File: src/hdl/lag_pkg.sv
// Shared types and constants for the life automaton generation engine.
// Holds the grid dimensions, the word formats and the row unit controls.
// No dependencies.
package lag_pkg;

   localparam int MAX_WIDTH  = 128;
   localparam int MAX_HEIGHT = 128;

   localparam int COL_W   = $clog2(MAX_WIDTH);
   localparam int ROW_W   = $clog2(MAX_HEIGHT);
   localparam int DIM_W   = $clog2(((MAX_WIDTH > MAX_HEIGHT) ? MAX_WIDTH : MAX_HEIGHT) + 1);
   localparam int ADDR_W  = ROW_W + 1;
   localparam int WIN_W   = MAX_WIDTH + 2;
   localparam int NB_W    = 4;
   localparam int COUNT_W = 15;
   localparam int CFG_W   = 8;
   localparam int CSR_IDX_W = 1;

   localparam logic [COUNT_W-1:0] COUNT_MAX = '1;
   localparam logic [NB_W-1:0] BIRTH_COUNT = NB_W'(3);
   localparam logic [NB_W-1:0] SURVIVE_LOW = NB_W'(2);

   localparam logic [CFG_W-1:0] GRID_WIDTH_RESET  = CFG_W'(100);
   localparam logic [CFG_W-1:0] GRID_HEIGHT_RESET = CFG_W'(100);

   localparam logic [CSR_IDX_W-1:0] CSR_GRID_WIDTH  = CSR_IDX_W'(0);
   localparam logic [CSR_IDX_W-1:0] CSR_GRID_HEIGHT = CSR_IDX_W'(1);

   localparam logic [1:0] OP_WRITE   = 2'd0;
   localparam logic [1:0] OP_READ    = 2'd1;
   localparam logic [1:0] OP_ADVANCE = 2'd2;

   typedef struct packed {
      logic [1:0] op;
      logic [6:0] cell_x;
      logic [6:0] cell_y;
      logic       cell_value;
   } lag_req_type;

   typedef struct packed {
      logic               cell_alive;
      logic [COUNT_W-1:0] live_count;
      logic               out_of_range;
   } lag_rsp_type;

   typedef struct packed {
      logic load_prev;
      logic load_cur;
      logic load_next;
      logic step;
   } lag_row_ctrl_type;

endpackage

File: src/hdl/lag_row_unit.sv
// Neighborhood window and B3/S23 rule unit, shared by every cell of a sweep.
// Holds three row windows that shift one column per step; uses lag_pkg.
module lag_row_unit import lag_pkg::*; (
   input  logic                 clock,
   input  lag_row_ctrl_type     ctrl,
   input  logic [MAX_WIDTH-1:0] row_data,
   output logic                 next_alive
);

   // Bit 0 of each window is column x-1, bit 1 is column x, bit 2 is column x+1.
   logic [WIN_W-1:0] prev_ff, prev_in;
   logic [WIN_W-1:0] cur_ff, cur_in;
   logic [WIN_W-1:0] next_ff, next_in;
   logic [NB_W-1:0]  nb_count;

   always_comb begin
      prev_in = prev_ff;
      cur_in  = cur_ff;
      next_in = next_ff;
      if (ctrl.load_prev) begin
         prev_in = {1'b0, row_data, 1'b0};
      end
      if (ctrl.load_cur) begin
         cur_in = {1'b0, row_data, 1'b0};
      end
      if (ctrl.load_next) begin
         next_in = {1'b0, row_data, 1'b0};
      end
      if (ctrl.step) begin
         prev_in = prev_ff >> 1;
         cur_in  = cur_ff >> 1;
         next_in = next_ff >> 1;
      end
   end

   always_ff @(posedge clock) begin
      prev_ff <= prev_in;
      cur_ff  <= cur_in;
      next_ff <= next_in;
   end

   always_comb begin
      nb_count = NB_W'(prev_ff[0]) + NB_W'(prev_ff[1]) + NB_W'(prev_ff[2])
               + NB_W'(cur_ff[0]) + NB_W'(cur_ff[2])
               + NB_W'(next_ff[0]) + NB_W'(next_ff[1]) + NB_W'(next_ff[2]);
      if (cur_ff[1]) begin
         next_alive = (nb_count == SURVIVE_LOW) || (nb_count == BIRTH_COUNT);
      end else begin
         next_alive = (nb_count == BIRTH_COUNT);
      end
   end

endmodule

File: config.mk
export PLATFORM = sky130hd
export DESIGN_NAME = lag_row_unit
export DESIGN_NICKNAME = d
export VERILOG_FILES = /design/src/hdl/lag_pkg.sv /design/src/hdl/lag_row_unit.sv
export SDC_FILE = /design/constraint.sdc
export NUM_CORES = 1
export LEC_CHECK = 0
export BUFFER_PORTS_ARGS = -buffer_cell sky130_fd_sc_hd__buf_2
export CAP_MARGIN = 20
export CORE_UTILIZATION = 60
export CTS_CLUSTER_DIAMETER = 120
export DETAILED_ROUTE_END_ITERATION = 8
export PLACE_DENSITY = 0.91
export SLEW_MARGIN = 20
export SYNTH_ARGS = -nofsm -noshare
export SYNTH_HDL_FRONTEND = slang
export SYNTH_SLANG_ARGS = --single-unit
File: constraint.sdc
create_clock -name clock -period 4 [get_ports clock]
set_input_delay 0.2 -clock clock [delete_from_list [all_inputs] [get_ports clock]]
set_output_delay 0.2 -clock clock [all_outputs]
set_load 0.005 [all_outputs]
======== Word-level counts from Yosys, hierarchy flattened ========
Index checks and enable logic that the tools add are counted.
word-level totals
  bits in registers ....................... 387
  bits in latches ......................... 0
  bits in writable memories ............... 0
  ROM bits ................................ 0
  input port bits ......................... 133
  output and inout port bits .............. 1
  word-level logic and storage cells ...... 26
  memories ................................ 0
operators by class
  add/subtract/negate cells ............... 7
  multipliers ............................. 0
  divide/modulo/power cells ............... 0
  order comparisons ....................... 0
  equal/unequal tests ..................... 2
  shift operators ......................... 0
  multiplexer cells ....................... 7
  bitwise logic cells ..................... 0
  reduce and logical (&&, ||, !) cells .... 4
operator list
  operator                                        count
  two-way mux 129 bit                             3
  two-way mux 128 bit                             3
  adder 4 x 1 -> 4 bit                            4
  == test 4 x 2 -> 1 bit (second input constant)  2
  nonzero test 2 bit                              3
  adder 3 x 1 -> 4 bit                            1
  adder 2 x 1 -> 3 bit                            1
  adder 1 x 1 -> 2 bit                            1
  logical OR 1 bit                                1
  two-way mux 1 bit                               1

======== Logic depth before layout (Yosys ltp) ========
  depth in word-level cells ............... 10
  mapped depth ............................ 9

======== Worst setup path before layout ========
Ideal clock, no wire load.
  kind .................................... register to output
  start ................................... reg prev_ff[0]
  end ..................................... out next_alive
  arrival ................................. 2.905 ns
  path slack .............................. 0.895 ns
  cell stages (with the launch flop) ...... 10
  path through ............................ edfxtp_1 > inv_1 > fa_1 > fa_1 > fa_1 > inv_1 > ha_1 > fa_1 > or2_2 > a21oi_1
on the way
  longest elaborated chain between the ends .. 10
  elaborated cells on any way between the ends .. 11
  classes of those cells .................. add/sub (7); eq/ne (2); mux (1); reduce/logical (1)
RTL lines
  what                                              line                                    source
  from (decl)                                       lag_row_unit.sv:11                      logic [WIN_W-1:0] prev_ff, prev_in;
  from (signal assigned)                            lag_row_unit.sv:37                      prev_ff <= prev_in;
  adder 1 x 1 -> 2 bit (*)                          lag_row_unit.sv:43                      nb_count = NB_W'(prev_ff[0]) + NB_W'(prev_ff[1]) + NB_W'(prev_ff[2])
  adder 2 x 1 -> 3 bit (*)                          lag_row_unit.sv:43
  adder 3 x 1 -> 4 bit (*)                          lag_row_unit.sv:44                      + NB_W'(cur_ff[0]) + NB_W'(cur_ff[2])
  adder 4 x 1 -> 4 bit (*)                          lag_row_unit.sv:44
  adder 4 x 1 -> 4 bit (*) (3 in series)            lag_row_unit.sv:45                      + NB_W'(next_ff[0]) + NB_W'(next_ff[1]) + NB_W'(next_ff[2]);
  == test 4 x 2 -> 1 bit, on equally long branches  lag_row_unit.sv:47, lag_row_unit.sv:49
  logical OR 1 bit                                  lag_row_unit.sv:47                      next_alive = (nb_count == SURVIVE_LOW) || (nb_count == BIRTH_COUNT);
  two-way mux 1 bit (*)                             lag_row_unit.sv:46                      if (cur_ff[1]) begin
  to (decl)                                         lag_row_unit.sv:7                       output logic next_alive
Mark *: on every way between the ends. The rest lies on a longest branch, timed or not.

======== Worst setup path after layout ========
  start ................................... reg prev_ff[1]
  end ..................................... out next_alive
Same word-level chain as after synthesis.

==> results_dict.tcl <==
set metrics [dict create \
    status "finished clean" \
    skew_ns 0.00955 \
    drtAntennaViolNets 0 \
    fin_crit_sh 0.956 \
    grtUsageTotal 0.224 \
    cts_buffers 41 \
    grt_pass1_vias 9797 \
    start_util 0.611 \
    yosys_warnings 0 \
    wire_per_inst_microns 16.0 \
    maxCapViolCount 0 \
    synth-seq-area-share 0.730 \
    die_h_microns 165 \
    utilization 0.699 \
    tritoncts "built" \
    synthesis.nets 1503 \
    via_count 9811 \
    crit_fanout 2 \
    dp_hpwl_microns 17900 \
    worst_pin_slew_ns 0.970 \
    synth_cell_types 17 \
    drt_pass1_iterations 7 \
    clk_latency_ns 0.51 \
    route.detailed.drc 0 \
    setup.worst_path.start_class "register" \
    root_buffer "clkbuf_16" \
    power_mw 9.43 \
    grt_start_max_net_pins 132 \
    vias_per_cell 5.22 \
    syn_avg_cell_area_sq_um 11.7 \
    antenna_found_initial 4 \
    relSlewSlack 0.353 \
    slew_viol_final 0 \
    drive_gt1_frac 0.132 \
    syn_area_sq_um 15900 \
    synth.top_cell.area_share 0.730 \
    synthCells 1363 \
    worstPathRequired_ns 3.80 \
    io_pins 134 \
    final_common_cell "nand2_1" \
    holdWs_ns 0.0166 \
    rsz0062_at_grt "no" \
    rows 59 \
    synth-seq-cells 387 \
    setup_viol 0 \
    ir_worst_vdd_v 0.000377 \
    clock.fmax_mhz 261 \
    cts.sinks 387 \
    path_clk_slew_ns 0.06 \
    powerDensity_nw_per_um2 518 \
    io_buffers 133 \
    hold_class "primary input to register" \
    grt_first_pass_wirelength_microns 47100 \
    cp-end-kind "primary output" \
    core_area_sq_um 26100 \
    most-common-layout-cells "nand2_1 (762), edfxtp_1 (387), buf_2 (132), nand2b_1 (127), clkbuf_16 (41)" \
    cp.arrival_ns 3.63 \
    synthTopCellsByArea "edfxtp_1 (73%), nand2_1 (18%), nand2b_1 (5.0%), buf_4 (1.7%), fa_1 (0.50%)" \
    nets 1653 \
    fin_crit_ns 3.83 \
    overflow 0 \
    hold_viol_final 0 \
    place_congestion 0.771 \
    syn_to_final_growth_pct 14.4 \
    cts_buffer_depth 3 \
    cts.htree.levels 2 \
    die_w_microns 165 \
    setup_tns_ns 0 \
    yosysTopAreaCell "edfxtp_1" \
    power.leakage_nw 8.28 \
    drt_iter0_drc 881 \
    drt-total-wl_microns 30000 \
    die_area_sq_um 27200 \
    crit_type "register to primary output" \
]
## cell families (layout without fill, tap and decap cells)
family / count (synthesis) / in the layout / synth area share
other cells: 0 / 2 / 0
compound gates: 3 / 3 / 0.000943
flops: 387 / 387 / 0.730
simple gates: 898 / 898 / 0.233
fa+ha+maj: 7 / 7 / 0.00739
buf+inv: 68 / 248 / 0.0284
## cell usage after synthesis
cell,instances
buf_6,6
nand2_1,762
fa_1,4
clkbuf_2,3
edfxtp_1,387
ha_1,3
buf_4,37
and2_1,3
nand2b_1,127
buf_2,7
clkbuf_1,4
or2_2,4
o21ai_0,1
a21oi_1,2
nor2b_1,1
inv_1,11
nand3_1,1
## area by class of cell
class | count | area (sq um)
Antenna cell | 2 | 5.00
Clock buffer | 50 | 1060
Clock inverter | 23 | 211
Fill cell | 1784 | 7850
Inverter | 11 | 41.3
Multi-Input combinational cell | 908 | 3850
Sequential cell | 387 | 11600
Tap cell | 335 | 419
Timing Repair Buffer | 164 | 996
## per-stage QoR
stage	setup slack (ns)	cells	cell area, sq um
2_1_floorplan	0.895	1363	15900
3_3_place_gp	0.750	1785	16700
3_5_place_dp	0.699	1785	16700
4_1_cts	0.111	1878	18200
5_1_grt	0.000437	1879	18200
6_report	0.174	1880	18200
## state kept, by name, summed over array words and instances (netlist names)
signal   count
prev_ff    129
next_ff    129
cur_ff     129
## path summary, 6_finish.rpt
check | from | end | slack, ns | cells after the start
setup / recovery | prev_ff[1] | next_alive | 0.17 | 10
hold reg to reg | prev_ff[118] | prev_ff[117] | 0.51 | 2
hold / removal | row_data[16] | prev_ff[17] | 0.02 | 3
setup reg to reg | cur_ff[2] | cur_ff[1] | 3.15 | 2
## per-layer routing
layer / vias to the layer above / part of all wire / global-route usage
li1: 4760 / - / -
met1: 4671 / 0.44 / 0.312
met2: 319 / 0.48 / 0.364
met3: 55 / 0.060 / 0.0402
met4: 6 / 0.016 / 0.0626
met5: - / 0.0012 / 0
## power breakdown
group	switching, mW	internal, mW
Clock	1.46	2.14
Sequential	0.122	4.97
Combinational	0.467	0.274
Total	2.05	7.38
## critical path: stages, from the launching register on
cell and delay, ns:
edfxtp_1 0.40, inv_1 0.10, fa_1 0.45, fa_1 0.49
fa_1 0.49, inv_1 0.04, ha_1 0.21, fa_2 0.39
or2_2 0.29, a21oi_1 0.13, buf_2 0.12
## timing repair
| item | CTS | global route |
|---|---|---|
| hold buffers | 20 | 0 |
| buffers inserted | 0 | 0 |
| endpoints found under the setup margin | 0 | 1 |
| hold endpoints to repair | 38 | 0 |
| resized for setup | 0 | 1 |
No activity file was read; power rests on OpenSTA's default activity.
